**config.mk**
```make
export PLATFORM = sky130hd
export DESIGN_NAME = uart_frame_checker_unit
export DESIGN_NICKNAME = d
export VERILOG_FILES = /design/src/rtl/fcu_pkg.sv /design/src/rtl/fcu_ram.sv /design/src/rtl/fcu_front.sv /design/src/rtl/fcu_desc_q.sv /design/src/rtl/fcu_back.sv /design/src/rtl/uart_frame_checker_unit.sv
export SDC_FILE = /design/constraint.sdc
export NUM_CORES = 1
export LEC_CHECK = 0
export BUFFER_PORTS_ARGS = -buffer_cell sky130_fd_sc_hd__buf_2
export CAP_MARGIN = 15
export CORE_MARGIN = 4
export CORE_UTILIZATION = 40
export CTS_BUF_LIST = sky130_fd_sc_hd__clkbuf_8
export DETAILED_ROUTE_END_ITERATION = 12
export GPL_ROUTABILITY_DRIVEN = 0
export PLACE_DENSITY = 0.66
export RECOVER_POWER = 100
export SLEW_MARGIN = 10
export SYNTH_ARGS = -nofsm -noshare
export SYNTH_HDL_FRONTEND = slang
export SYNTH_SLANG_ARGS = --single-unit
export TNS_END_PERCENT = 100
```
**constraint.sdc**
```tcl
create_clock -name clk -period 5.5 [get_ports clk]
set_clock_uncertainty 0.05 [all_clocks]
set_input_delay 0.55 -clock clk [delete_from_list [all_inputs] [get_ports clk]]
set_output_delay 0.55 -clock clk [all_outputs]
set_load 0.01 [all_outputs]
```
**src/rtl/fcu_pkg.sv**
```systemverilog
`timescale 1ns / 1ps
// ----------------------------------------------------------------------------
// fcu_pkg
// Shared types and constants of the UART frame checker.
// ----------------------------------------------------------------------------
package fcu_pkg;

	localparam int MAX_FRAME = 16;
	localparam int MIN_FRAME = 4;
	localparam int IDX_W     = $clog2(MAX_FRAME);
	localparam int LEN_W     = $clog2(MAX_FRAME + 1);
	localparam int BANKS     = 2;
	localparam int BANK_W    = $clog2(BANKS);
	localparam int RAM_DEPTH = BANKS * MAX_FRAME;
	localparam int RAM_AW    = $clog2(RAM_DEPTH);
	localparam int QDEPTH    = 2;
	localparam int QPTR_W    = $clog2(QDEPTH);
	localparam int QCNT_W    = $clog2(QDEPTH + 1);

	localparam int CFG_IDX_W = 2;
	localparam int CFG_DAT_W = 8;

	localparam logic [CFG_IDX_W-1:0] REG_FRAME_LEN    = 2'd0;
	localparam logic [CFG_IDX_W-1:0] REG_TIMEOUT_MS   = 2'd1;
	localparam logic [CFG_IDX_W-1:0] REG_START_MARKER = 2'd2;
	localparam logic [CFG_IDX_W-1:0] REG_END_MARKER   = 2'd3;

	localparam logic [4:0] FRAME_LEN_RST    = 5'd13;
	localparam logic [7:0] TIMEOUT_MS_RST   = 8'd20;
	localparam logic [7:0] START_MARKER_RST = 8'h67;
	localparam logic [7:0] END_MARKER_RST   = 8'h73;
	localparam logic [7:0] CHK_FORCE        = 8'h80;

	localparam logic KIND_BYTE = 1'b0;
	localparam logic KIND_TICK = 1'b1;

	localparam logic [2:0] ERR_NONE      = 3'd0;
	localparam logic [2:0] ERR_TIMEOUT   = 3'd1;
	localparam logic [2:0] ERR_BAD_START = 3'd2;
	localparam logic [2:0] ERR_BAD_END   = 3'd3;
	localparam logic [2:0] ERR_CHECKSUM  = 3'd4;

	// One closed or dropped frame handed from front to back.
	typedef struct packed {
		logic [BANK_W-1:0] bank;
		logic [LEN_W-1:0]  len;
		logic [2:0]        code;
	} desc_t;

	// Back end hands a buffer bank back to the front end.
	typedef struct packed {
		logic              valid;
		logic [BANK_W-1:0] bank;
	} rel_t;

endpackage

```
**src/rtl/fcu_ram.sv**
```systemverilog
`timescale 1ns / 1ps
// ----------------------------------------------------------------------------
// fcu_ram
// Generic single-write, single-read RAM with registered read data.
// ----------------------------------------------------------------------------
module fcu_ram #(
	parameter int WIDTH = 8,
	parameter int DEPTH = 32
) (
	input  logic                     clk,
	input  logic                     we,
	input  logic [$clog2(DEPTH)-1:0] waddr,
	input  logic [WIDTH-1:0]         wdata,
	input  logic                     re,
	input  logic [$clog2(DEPTH)-1:0] raddr,
	output logic [WIDTH-1:0]         rdata
);

	logic [WIDTH-1:0] mem_q [DEPTH];
	logic [WIDTH-1:0] rdata_q;

	always_ff @(posedge clk) begin
		if (we) begin
			mem_q[waddr] <= wdata;
		end
		if (re) begin
			rdata_q <= mem_q[raddr];
		end
	end

	assign rdata = rdata_q;

endmodule

```
**src/rtl/fcu_front.sv**
```systemverilog
`timescale 1ns / 1ps
// ----------------------------------------------------------------------------
// fcu_front
// Input side: config registers, byte collection, timeout and frame checks.
// ----------------------------------------------------------------------------
module fcu_front (
	input  logic                                  clk,
	input  logic                                  arst_n,
	input  logic                                  push,
	output logic                                  full,
	input  logic                                  kind,
	input  logic [7:0]                            data,
	input  logic                                  cfg_valid,
	output logic                                  cfg_ready,
	input  logic [fcu_pkg::CFG_IDX_W-1:0]         cfg_index,
	input  logic [fcu_pkg::CFG_DAT_W-1:0]         cfg_data,
	output logic                                  q_push,
	output fcu_pkg::desc_t                        q_desc,
	input  logic                                  q_full,
	input  fcu_pkg::rel_t                         rel,
	output logic                                  ram_we,
	output logic [fcu_pkg::RAM_AW-1:0]            ram_waddr,
	output logic [7:0]                            ram_wdata
);
	import fcu_pkg::*;

	logic [4:0]        frame_len_q;
	logic [7:0]        timeout_q;
	logic [7:0]        start_q;
	logic [7:0]        end_q;
	logic [LEN_W-1:0]  count_q;
	logic [7:0]        sum_q;
	logic [7:0]        timer_q;
	logic [7:0]        first_q;
	logic [7:0]        chk_q;
	logic [BANK_W-1:0] wbank_q;
	logic [BANKS-1:0]  busy_q;

	logic [LEN_W-1:0]  len;
	logic              accept;
	logic              cfg_we;
	logic              len_we;
	logic              byte_in;
	logic              tick_in;
	logic [LEN_W-1:0]  count_nxt;
	logic              closing;
	logic              sum_en;
	logic              chk_en;
	logic [8:0]        timer_nxt;
	logic              timed_out;
	logic [2:0]        close_code;
	logic              good_close;
	logic [BANKS-1:0]  set_mask;
	logic [BANKS-1:0]  clr_mask;

	// Clamp the programmed length into the supported range.
	always_comb begin
		if (LEN_W'(frame_len_q) < LEN_W'(MIN_FRAME)) begin
			len = LEN_W'(MIN_FRAME);
		end else if (LEN_W'(frame_len_q) > LEN_W'(MAX_FRAME)) begin
			len = LEN_W'(MAX_FRAME);
		end else begin
			len = LEN_W'(frame_len_q);
		end
	end

	assign cfg_ready = 1'b1;
	assign cfg_we    = cfg_valid && cfg_ready;
	assign len_we    = cfg_we && (cfg_index == REG_FRAME_LEN);

	assign full    = q_full || busy_q[wbank_q];
	assign accept  = push && !full;
	assign byte_in = accept && (kind == KIND_BYTE);
	assign tick_in = accept && (kind == KIND_TICK);

	assign count_nxt = count_q + LEN_W'(1);
	assign closing   = byte_in && (count_nxt == len);
	assign sum_en    = (count_q != '0) &&
		((LEN_W + 1)'(count_q) + (LEN_W + 1)'(3) <= (LEN_W + 1)'(len));
	assign chk_en    = (count_q == len - LEN_W'(2));

	assign timer_nxt = {1'b0, timer_q} + 9'd1;
	assign timed_out = tick_in && (count_q != '0) && (timer_nxt > {1'b0, timeout_q});

	always_comb begin
		if (first_q != start_q) begin
			close_code = ERR_BAD_START;
		end else if (data != end_q) begin
			close_code = ERR_BAD_END;
		end else if ((sum_q | CHK_FORCE) != chk_q) begin
			close_code = ERR_CHECKSUM;
		end else begin
			close_code = ERR_NONE;
		end
	end

	assign good_close = closing && (close_code == ERR_NONE);

	assign q_push      = closing || timed_out;
	assign q_desc.bank = wbank_q;
	assign q_desc.len  = len;
	assign q_desc.code = closing ? close_code : ERR_TIMEOUT;

	assign ram_we    = byte_in;
	assign ram_waddr = {wbank_q, count_q[IDX_W-1:0]};
	assign ram_wdata = data;

	always_comb begin
		set_mask = '0;
		clr_mask = '0;
		if (good_close) begin
			set_mask[wbank_q] = 1'b1;
		end
		if (rel.valid) begin
			clr_mask[rel.bank] = 1'b1;
		end
	end

	always_ff @(posedge clk or negedge arst_n) begin
		if (!arst_n) begin
			frame_len_q <= FRAME_LEN_RST;
			timeout_q   <= TIMEOUT_MS_RST;
			start_q     <= START_MARKER_RST;
			end_q       <= END_MARKER_RST;
			count_q     <= '0;
			sum_q       <= '0;
			timer_q     <= '0;
			wbank_q     <= '0;
			busy_q      <= '0;
		end else begin
			busy_q <= (busy_q | set_mask) & ~clr_mask;
			if (good_close) begin
				wbank_q <= wbank_q + BANK_W'(1);
			end

			if (len_we || closing || timed_out) begin
				// drop or finish the partial frame
				count_q <= '0;
				sum_q   <= '0;
				timer_q <= '0;
			end else if (byte_in) begin
				count_q <= count_nxt;
				if (sum_en) begin
					sum_q <= sum_q + data;
				end
			end else if (tick_in && (count_q != '0)) begin
				timer_q <= timer_nxt[7:0];
			end

			if (cfg_we) begin
				case (cfg_index)
					REG_FRAME_LEN:    frame_len_q <= cfg_data[4:0];
					REG_TIMEOUT_MS:   timeout_q   <= cfg_data;
					REG_START_MARKER: start_q     <= cfg_data;
					REG_END_MARKER:   end_q       <= cfg_data;
					default:          ;
				endcase
			end
		end
	end

	// Header and checksum bytes kept for the close-time compare.
	always_ff @(posedge clk) begin
		if (byte_in && (count_q == '0)) begin
			first_q <= data;
		end
		if (byte_in && chk_en) begin
			chk_q <= data;
		end
	end

endmodule

```
**src/rtl/fcu_desc_q.sv**
```systemverilog
`timescale 1ns / 1ps
// ----------------------------------------------------------------------------
// fcu_desc_q
// Short FIFO of frame descriptors between the front and back ends.
// ----------------------------------------------------------------------------
module fcu_desc_q (
	input  logic           clk,
	input  logic           arst_n,
	input  logic           wr,
	input  fcu_pkg::desc_t wr_desc,
	output logic           full,
	input  logic           rd,
	output fcu_pkg::desc_t rd_desc,
	output logic           valid
);
	import fcu_pkg::*;

	desc_t              ent_q [QDEPTH];
	logic [QPTR_W-1:0]  wptr_q;
	logic [QPTR_W-1:0]  rptr_q;
	logic [QCNT_W-1:0]  cnt_q;
	logic               do_wr;
	logic               do_rd;

	assign full    = (cnt_q == QCNT_W'(QDEPTH));
	assign valid   = (cnt_q != '0);
	assign do_wr   = wr && !full;
	assign do_rd   = rd && valid;
	assign rd_desc = ent_q[rptr_q];

	always_ff @(posedge clk or negedge arst_n) begin
		if (!arst_n) begin
			wptr_q <= '0;
			rptr_q <= '0;
			cnt_q  <= '0;
		end else begin
			if (do_wr) begin
				wptr_q <= wptr_q + QPTR_W'(1);
			end
			if (do_rd) begin
				rptr_q <= rptr_q + QPTR_W'(1);
			end
			if (do_wr && !do_rd) begin
				cnt_q <= cnt_q + QCNT_W'(1);
			end else if (do_rd && !do_wr) begin
				cnt_q <= cnt_q - QCNT_W'(1);
			end
		end
	end

	always_ff @(posedge clk) begin
		if (do_wr) begin
			ent_q[wptr_q] <= wr_desc;
		end
	end

endmodule

```
**src/rtl/fcu_back.sv**
```systemverilog
`timescale 1ns / 1ps
// ----------------------------------------------------------------------------
// fcu_back
// Output side: turns descriptors into result transactions; a good frame's bytes leave one per cycle while pop keeps up.
// ----------------------------------------------------------------------------
module fcu_back (
	input  logic                       clk,
	input  logic                       arst_n,
	input  logic                       desc_valid,
	input  fcu_pkg::desc_t             desc,
	output logic                       desc_pop,
	output logic                       ram_re,
	output logic [fcu_pkg::RAM_AW-1:0] ram_raddr,
	input  logic [7:0]                 ram_rdata,
	output fcu_pkg::rel_t              rel,
	output logic                       empty,
	input  logic                       pop,
	output logic [7:0]                 out_byte,
	output logic                       frame_ok,
	output logic [2:0]                 error_code,
	output logic                       last
);
	import fcu_pkg::*;

	typedef enum logic {
		ST_IDLE,
		ST_LOAD
	} state_t;

	state_t            state_q;
	logic [BANK_W-1:0] bank_q;
	logic [LEN_W-1:0]  len_q;
	logic [IDX_W-1:0]  idx_q;
	logic              out_valid_q;
	logic [7:0]        byte_q;
	logic              ok_q;
	logic [2:0]        code_q;
	logic              last_q;

	logic              out_free;
	logic              is_err;
	logic              take_err;
	logic              take_good;
	logic              load_byte;
	logic              at_last;

	assign out_free  = !out_valid_q || pop;
	assign is_err    = (desc.code != ERR_NONE);
	assign take_err  = (state_q == ST_IDLE) && desc_valid && is_err && out_free;
	assign take_good = (state_q == ST_IDLE) && desc_valid && !is_err;
	assign desc_pop  = take_err || take_good;

	assign at_last   = (LEN_W'(idx_q) + LEN_W'(1) == len_q);
	assign load_byte = (state_q == ST_LOAD) && out_free;

	// Read byte 0 on take; prefetch the next as the current one moves to the output.
	always_comb begin
		ram_re    = 1'b0;
		ram_raddr = {bank_q, idx_q + IDX_W'(1)};
		if (take_good) begin
			ram_re    = 1'b1;
			ram_raddr = {desc.bank, IDX_W'(0)};
		end else if (load_byte && !at_last) begin
			ram_re = 1'b1;
		end
	end

	assign rel.valid = load_byte && at_last;
	assign rel.bank  = bank_q;

	always_ff @(posedge clk or negedge arst_n) begin
		if (!arst_n) begin
			state_q     <= ST_IDLE;
			out_valid_q <= 1'b0;
			bank_q      <= '0;
			len_q       <= '0;
			idx_q       <= '0;
			byte_q      <= '0;
			ok_q        <= 1'b0;
			code_q      <= ERR_NONE;
			last_q      <= 1'b0;
		end else begin
			if (take_err || load_byte) begin
				out_valid_q <= 1'b1;
			end else if (pop) begin
				out_valid_q <= 1'b0;
			end
			unique case (state_q)
				ST_IDLE: begin
					if (take_err) begin
						byte_q      <= '0;
						ok_q        <= 1'b0;
						code_q      <= desc.code;
						last_q      <= 1'b1;
					end else if (take_good) begin
						bank_q  <= desc.bank;
						len_q   <= desc.len;
						idx_q   <= '0;
						state_q <= ST_LOAD;
					end
				end
				ST_LOAD: begin
					if (load_byte) begin
						byte_q      <= ram_rdata;
						ok_q        <= 1'b1;
						code_q      <= ERR_NONE;
						last_q      <= at_last;
						if (at_last) begin
							state_q <= ST_IDLE;
						end else begin
							idx_q <= idx_q + IDX_W'(1);
						end
					end
				end
				default: state_q <= ST_IDLE;
			endcase
		end
	end

	assign empty      = !out_valid_q;
	assign out_byte   = byte_q;
	assign frame_ok   = ok_q;
	assign error_code = code_q;
	assign last       = last_q;

endmodule

```
**src/rtl/uart_frame_checker_unit.sv**
```systemverilog
`timescale 1ns / 1ps
// ----------------------------------------------------------------------------
// uart_frame_checker_unit
// Collects UART bytes into fixed-length frames, checks markers and checksum,
// and replays good frames byte by byte or reports one error per bad frame.
// ----------------------------------------------------------------------------
//  channel   handshake            payload
//  input     push / full          kind, data
//  result    empty / pop          out_byte, frame_ok, error_code, last
//  config    cfg_valid/cfg_ready  cfg_index, cfg_data
//
//  Each input transaction is taken by the front end while full is low.
//  A good frame leaves at one result per cycle while pop keeps up; an error
//  result leaves the cycle after its descriptor is taken.
//  full rises while the descriptor FIFO is full or the current frame buffer
//  bank still holds a frame not yet replayed; a stalled pop holds the back end.
//  Reset is asynchronous; the frame buffer is not cleared.
// ----------------------------------------------------------------------------
module uart_frame_checker_unit (
	input  logic                          clk,
	input  logic                          arst_n,
	input  logic                          push,
	output logic                          full,
	input  logic                          kind,
	input  logic [7:0]                    data,
	output logic                          empty,
	input  logic                          pop,
	output logic [7:0]                    out_byte,
	output logic                          frame_ok,
	output logic [2:0]                    error_code,
	output logic                          last,
	input  logic                          cfg_valid,
	output logic                          cfg_ready,
	input  logic [fcu_pkg::CFG_IDX_W-1:0] cfg_index,
	input  logic [fcu_pkg::CFG_DAT_W-1:0] cfg_data
);
	import fcu_pkg::*;

	logic              q_push;
	desc_t             q_wdesc;
	logic              q_full;
	logic              q_pop;
	desc_t             q_rdesc;
	logic              q_valid;
	rel_t              rel;
	logic              ram_we;
	logic [RAM_AW-1:0] ram_waddr;
	logic [7:0]        ram_wdata;
	logic              ram_re;
	logic [RAM_AW-1:0] ram_raddr;
	logic [7:0]        ram_rdata;

	fcu_front u_front (
		.clk       (clk),
		.arst_n    (arst_n),
		.push      (push),
		.full      (full),
		.kind      (kind),
		.data      (data),
		.cfg_valid (cfg_valid),
		.cfg_ready (cfg_ready),
		.cfg_index (cfg_index),
		.cfg_data  (cfg_data),
		.q_push    (q_push),
		.q_desc    (q_wdesc),
		.q_full    (q_full),
		.rel       (rel),
		.ram_we    (ram_we),
		.ram_waddr (ram_waddr),
		.ram_wdata (ram_wdata)
	);

	fcu_desc_q u_desc_q (
		.clk     (clk),
		.arst_n  (arst_n),
		.wr      (q_push),
		.wr_desc (q_wdesc),
		.full    (q_full),
		.rd      (q_pop),
		.rd_desc (q_rdesc),
		.valid   (q_valid)
	);

	fcu_ram #(
		.WIDTH (8),
		.DEPTH (RAM_DEPTH)
	) u_ram (
		.clk   (clk),
		.we    (ram_we),
		.waddr (ram_waddr),
		.wdata (ram_wdata),
		.re    (ram_re),
		.raddr (ram_raddr),
		.rdata (ram_rdata)
	);

	fcu_back u_back (
		.clk        (clk),
		.arst_n     (arst_n),
		.desc_valid (q_valid),
		.desc       (q_rdesc),
		.desc_pop   (q_pop),
		.ram_re     (ram_re),
		.ram_raddr  (ram_raddr),
		.ram_rdata  (ram_rdata),
		.rel        (rel),
		.empty      (empty),
		.pop        (pop),
		.out_byte   (out_byte),
		.frame_ok   (frame_ok),
		.error_code (error_code),
		.last       (last)
	);

endmodule

```
======== Word-level counts from Yosys, hierarchy flattened ========
Memory sizes are Yosys's and may differ from the RTL's. A register that Yosys moved wholly into a read port is not among the register bits.
Cells that the tools add are included.
storage, ports and cells
  bits of input ports ..................... 24
  output and inout port bits .............. 16
  memories kept ........................... 2
  flip-flop bits (word level) ............. 98
  bits in writable memories ............... 274
memories
  name            depth  bits a word  rd ports  clocked after Yosys merged registers in  wr ports  line              source
  u_ram.mem_q     32     8            1         1                                        1         fcu_ram.sv:19     logic [WIDTH-1:0] mem_q [DEPTH];
  u_desc_q.ent_q  2      9            1         0                                        1         fcu_desc_q.sv:18  desc_t ent_q [QDEPTH];
operators by class
  add/subtract/negate cells ............... 12
  bitwise operators ....................... 6
  $lt $le $gt $ge ......................... 8
  eq/ne operators ......................... 16
  mux-type cells .......................... 55
  reductions and logical operators ........ 58
operators with widths
  operator                                                        number
  8-bit 2-to-1 mux                                                8
  5-bit 2-to-1 mux                                                5
  1-bit logical AND                                               24
  8-bit != test                                                   3
  1-bit 2-to-1 mux                                                20
  3-bit 2-to-1 mux                                                6
  4-bit 2-to-1 mux                                                4
  8-bit one-hot mux with 2 select lines                           1
  5-bit == test                                                   3
  2-bit AND reduction                                             7
  2-bit nonzero test                                              6
  8-bit by 1-bit adder with 9-bit output (second input constant)  1
  9-bit by 8-bit greater-than comparator with 1-bit output        1
  8-bit adder                                                     1
  2-bit 2-to-1 mux                                                4
  2-bit != test (second input constant)                           4
  4-bit one-hot mux with 2 select lines                           1
  1-bit zero test                                                 7
  1-bit logical OR                                                7
  5-bit by 2-bit adder with 6-bit output (second input constant)  1
  2-bit == test (second input constant)                           3
  6-bit by 5-bit less-or-equal comparator with 1-bit output       1
  1-bit one-hot mux with 2 select lines                           3
  3-bit one-hot mux with 2 select lines                           1
  25 further kinds                                                33

======== Logic depth before layout (Yosys ltp) ========
  word-level depth ........................ 14
  mapped depth ............................ 15
  mapped depth without buffers ............ 15

======== Modules after synthesis ========
From an unflattened synthesis, not the netlist that was laid out.
second synthesis, totals
  cell total of the unflattened synthesis .. 954
  area total of the unflattened synthesis .. 16,190.5 µm²
modules (own cells, without submodules)
  module      times used  seq. area each (µm²)  area each (µm²)  cells each
  fcu_ram     1           7,927.6               10,133.5         417
  fcu_front   1           1,800.5               4,057.6          378
  fcu_back    1           625.6                 1,147.4          112
  fcu_desc_q  1           640.6                 852.1            47

======== Worst setup path before layout ========
Ideal clock, no wire load.
  path type ............................... reg2reg
  from .................................... reg u_front.timer_q[0]
  to ...................................... mem u_desc_q.ent_q[1][0] in the netlist's numbering, enable pin
  slack ................................... 2.564 ns
  arrival time ............................ 2.511 ns
  setup time .............................. 0.375 ns
  data required time ...................... 5.075 ns
  stages on the path, launching flop included .. 12
  cell sequence ........................... dfrtp_1 > ha_1 > and3_1 > and3_1 > xor2_1 > ha_1 > nand4_1 > a21oi_1 > nor4_1 > o21ai_0 > nor2_1 > nor2b_1
on the way
  longest elaborated chain between the ends .. 7
RTL lines
  element                                                   line              source
  from (decl)                                               fcu_front.sv:33   logic [7:0] timer_q;
  from (signal assigned)                                    fcu_front.sv:147  timer_q <= timer_nxt[7:0];
  8-bit by 1-bit adder with 9-bit output                    fcu_front.sv:82   assign timer_nxt = {1'b0, timer_q} + 9'd1;
  9-bit by 8-bit greater-than comparator with 1-bit output  fcu_front.sv:83   assign timed_out = tick_in && (count_q != '0) && (timer_nxt > {1'b0, timeout_q});
  1-bit logical AND                                         fcu_front.sv:83
  1-bit logical OR                                          fcu_front.sv:99   assign q_push = closing || timed_out;
  1-bit logical AND                                         fcu_desc_q.sv:27  assign do_wr = wr && !full;
  1-bit 2-to-1 mux                                          fcu_desc_q.sv:52  if (do_wr) begin
  1-bit 2-to-1 mux (implied by the code)                    fcu_desc_q.sv:53  ent_q[wptr_q] <= wr_desc;
  to (decl)                                                 fcu_desc_q.sv:18
No other way between the ends.

======== Worst setup path after layout ========
  from .................................... reg u_desc_q.rptr_q
  to ...................................... reg u_back.idx_q[2]
on the way
  longest elaborated chain between the ends .. 6
  elaborated cells between the ends (all ways) .. 9
RTL lines
  element                                                                                            line                            source
  from (decl)                                                                                        fcu_desc_q.sv:20                logic [QPTR_W-1:0] rptr_q;
  from (signal assigned)                                                                             fcu_desc_q.sv:41                rptr_q <= rptr_q + QPTR_W'(1);
  memory read 2 x 9 bit *                                                                            -
  3-bit nonzero test *                                                                               fcu_back.sv:48                  assign is_err = (desc.code != ERR_NONE);
  1-bit logical AND / 1-bit zero test (equally long branches)                                        fcu_back.sv:49, fcu_back.sv:50
  1-bit logical AND, on equally long branches                                                        fcu_back.sv:49, fcu_back.sv:50
  2-bit != test (no source line) / 2-bit by 1-bit != test with 1-bit output (equally long branches)  -
  4-bit AND reduction (no source line) *                                                             -
  to (signal assigned)                                                                               fcu_back.sv:111                 idx_q <= idx_q + IDX_W'(1);
  to (decl)                                                                                          fcu_back.sv:33                  logic [IDX_W-1:0] idx_q;
Mark *: on every way between the ends. The rest lies on a longest branch, timed or not.
A chain may end at the register's enable or synchronous reset.

==> flow_metrics.py <==
metrics = {
    "worst_hold_path": {
        "hold-path-cell-count": 2,
        "hold_path.class": "in -> reg",
        "min-delay-start": "cfg_data[6]",
        "hold_end": "u_front.timeout_q[6]",
    },
    "outcome": {
        "status": "finished with violations",
        "violations": "capacitance limit, slew limit",
    },
    "critical_path": {
        "arrival_ps": 4420,
        "start_kind": "flip-flop",
        "reg2reg_to": "u_back.idx_q[2]",
        "cpMostUsedCell": "a31oi_1",
        "rrSetupSlack_ps": 1510,
        "crit_family": "compound AO/OA/AOI/OAI gates",
        "reg2reg_depth": 6,
        "cp-end-kind": "flip-flop",
        "crit_type": "reg -> reg",
        "critical_path_buf_inv_count": 1,
        "cpPeakStageDelay_ps": 1330,
        "slowest_stage": "a31oi_1",
        "cp_cell_sequence": "or4_1 -> a21o_1 -> clkbuf_1 -> a31oi_1 -> a31oi_1 -> o22ai_1",
        "path_max_fanout": 32,
        "crit_start": "u_desc_q.rptr_q",
        "cp.required_ps": 5930,
        "r2r_start": "u_desc_q.rptr_q",
    },
    "sta": {
        "grt_setup_unrepaired": "no",
        "finalCritPeriodShare_pct": 72.5,
        "min_period_ps": 3990,
        "worstMarginPinSlew_ps": 2210,
        "setup_violations": 0,
        "maxSlewViolCount": 344,
        "max_freq_mhz": 251,
        "setup_tns_ps": 0,
        "maxSlewHeadroom_pct": -47.1,
        "final-hold-violation-count": 0,
    },
    "global_routing": {
        "grt_pass1_wl_um": 56200,
        "antenna_found_initial": 0,
        "grt_pass1_vias": 9726,
        "overflow": 0,
        "track_usage_pct": 16.3,
        "grt_max_degree": 57,
    },
    "finish": {
        "diodes": 0,
        "num-fill-cells": 3569,
        "drive_above_1_share_pct": 15.8,
        "fin_cells": 1759,
        "regArea_um2": 11000,
        "nets": 1239,
        "fin_area_um2": 18200,
        "area_growth_pct": 11.6,
        "multi_input_area_um2": 5010,
    },
    "synthesis": {
        "synth_area_leader_cell": "edfxtp_1",
        "synthTopCellsByCount": "edfxtp_1, nand2_1, nor2_1",
        "synth_top_cell_area_share_pct": 54.9,
        "synth_ff_type": "edfxtp_1",
        "async_flop_share_pct": 21.4,
        "synth_edf_count": 298,
        "synthesis.nets": 1173,
        "synth-seq-cells": 379,
        "synth_cell_types": 74,
        "syn_area_um2": 16300,
        "synth.most_common_cell": "edfxtp_1",
        "synth.area.top_cells": "edfxtp_1, dfrtp_1, mux4_2",
        "ys_seq_area_share_pct": 67.4,
        "avgSynthCellArea_um2": 14.6,
        "synth_warnings": 0,
        "synthesis.instances": 1120,
    },
    "clock_network": {
        "cts_setup_buffers": 0,
        "cts_buffer_depth": 3,
        "cts_root_buf": "clkbuf_8",
        "h-tree-depth": 2,
        "clk_latency_ps": 610,
        "ctsHoldBuffers": 1,
        "cts_made_buffers": 57,
        "path_clk_slew_ps": 60,
        "cts_sinks": 379,
        "cts_tree": "yes",
        "cts-resized-gates": 0,
    },
    "routing": {
        "ant_nets": 0,
        "vias": 9412,
        "drc_errors": 0,
        "wl_per_cell_um": 20.5,
        "drtPass1Iterations": 6,
        "wl_um": 36000,
        "vias_per_cell": 5.35,
        "initialDrtViolationCount": 817,
    },
    "placement": {
        "portBuffers": 38,
        "dpl-instance-area_um2": 17100,
        "dp_hpwl_um": 23600,
        "dp_cells": 1650,
    },
    "power_and_ir_drop": {
        "power.switching_mw": 3.13,
        "clock_power_share_pct": 26.1,
        "sw_frac_of_total_pct": 34.5,
        "power_frac_seq_pct": 40.4,
        "p_per_area_nw_per_um2": 499,
        "peakVddDrop_uv": 291,
        "leakagePower_nw": 6.51,
        "comb_power_share_pct": 33.5,
        "intPower_mw": 5.96,
    },
    "floorplan": {
        "core-area_um2": 40000,
        "die_y_um": 210,
        "die-area_um2": 44100,
        "rows": 73,
        "top_level_ports": 40,
        "dieWidth_um": 210,
        "start_util_pct": 40.8,
    },
    "flow_run": {
        "maxCapViolations": 10,
    },
}
-- per-layer routing --
layer / up-vias / wire [um] / GRT usage (%)
met1: 4705 / 15400 / 21.7
li1: 4357 / - / -
met3: 73 / 2000 / 2.93
met2: 277 / 17600 / 27.3
met5: - / 0 / 0
met4: 0 / 1020 / 5.36
-- stage by stage --
step | util, % | hold slack [ps] | power [mW] | setup slack [ps]
floorplan | - | 204 | 5.93 | 2560
global route | 45.5 | 143 | 9.61 | 1290
CTS | 45.6 | 132 | 9.17 | 1710
finish | 45.5 | 170 | 9.09 | 1510
global placement | 42.7 | 419 | 6.73 | 1960
detailed placement | 42.7 | 423 | 6.78 | 1790
-- worst register-to-register path, stage by stage (launching register included) --
cell and delay [ps]:
dfrtp_1 580, or4_1 640, a21o_1 340, clkbuf_1 570
a31oi_1 1330, a31oi_1 190, o22ai_1 180
-- registers in the layout, summed over array words and instances, names as in the netlist, 2 cells and up --
register             flops
u_back.error_code        3
u_back.idx_q             4
u_back.len_q             5
u_back.out_byte          8
u_desc_q.cnt_q           2
u_desc_q.ent_q          18
u_front.busy_q           2
u_front.chk_q            8
u_front.count_q          5
u_front.end_q            8
u_front.first_q          8
u_front.frame_len_q      5
u_front.start_q          8
u_front.sum_q            7
u_front.timeout_q        8
u_front.timer_q          8
u_ram.mem_q            256
u_ram.rdata              8
-- logic make-up after synthesis --
| family | share of synthesized area [%] |
|---|---|
| muxes | 9.09 |
| adders and majority gates | 2.27 |
| buffers and inverters | 2.03 |
| other | 0.0230 |
| xor gates and xnor gates | 3.90 |
| DFF | 67.4 |
| AOI/OAI and AO/OA | 7.12 |
| and+or+nand+nor | 8.18 |
-- worst max-delay path by stage --
stage                                 to  slack (ps)  cells after the start
floorplan           u_desc_q.ent_q[1][0]        2560                     11
global placement    u_desc_q.ent_q[1][8]        1960                      6
finish                   u_back.idx_q[2]        1510                      6
global route             u_back.idx_q[2]        1290                      6
detailed placement  u_desc_q.ent_q[1][4]        1790                      6
CTS                 u_desc_q.ent_q[1][6]        1710                      6
-- cell usage in the layout, fill, tap and decap left out, drive strengths merged, types with 10 or more instances in the layout --
master | Yosys | routed
edfxtp | 298 | 298
xnor2 | 46 | 46
a22oi | 10 | 10
buf | 25 | 24
a31oi | 17 | 17
mux2 | 35 | 35
ha | 28 | 28
nand2 | 113 | 113
a21oi | 53 | 53
inv | 26 | 41
dfrtp | 66 | 66
mux2i | 48 | 48
clkbuf | 21 | 85
xor2 | 24 | 24
nor2 | 86 | 86
o21ai | 27 | 27
dfstp | 15 | 15
mux4 | 27 | 27
nand3 | 25 | 25
clkinv | 1 | 27
-- power by group through the flow --
stage / combinational (mW) / clock, mW / sequential [mW]
3_5_place_dp: 3.06 / 0 / 3.72
2_1_floorplan: 2.32 / 0 / 3.61
4_1_cts: 3.08 / 2.43 / 3.67
6_report: 3.05 / 2.38 / 3.67
3_3_place_gp: 3.02 / 0 / 3.72
5_1_grt: 3.34 / 2.57 / 3.70
-- layout make-up --
type / instances / area share, %
well taps: 525 / 3.61
clock inverters: 50 / 2.19
flip-flops and latches: 379 / 60.4
repair buffers: 53 / 1.40
inverters: 27 / 0.557
clock buffers: 57 / 4.31
multi-input cells: 668 / 27.5
(Power assumes the default switching activity.)
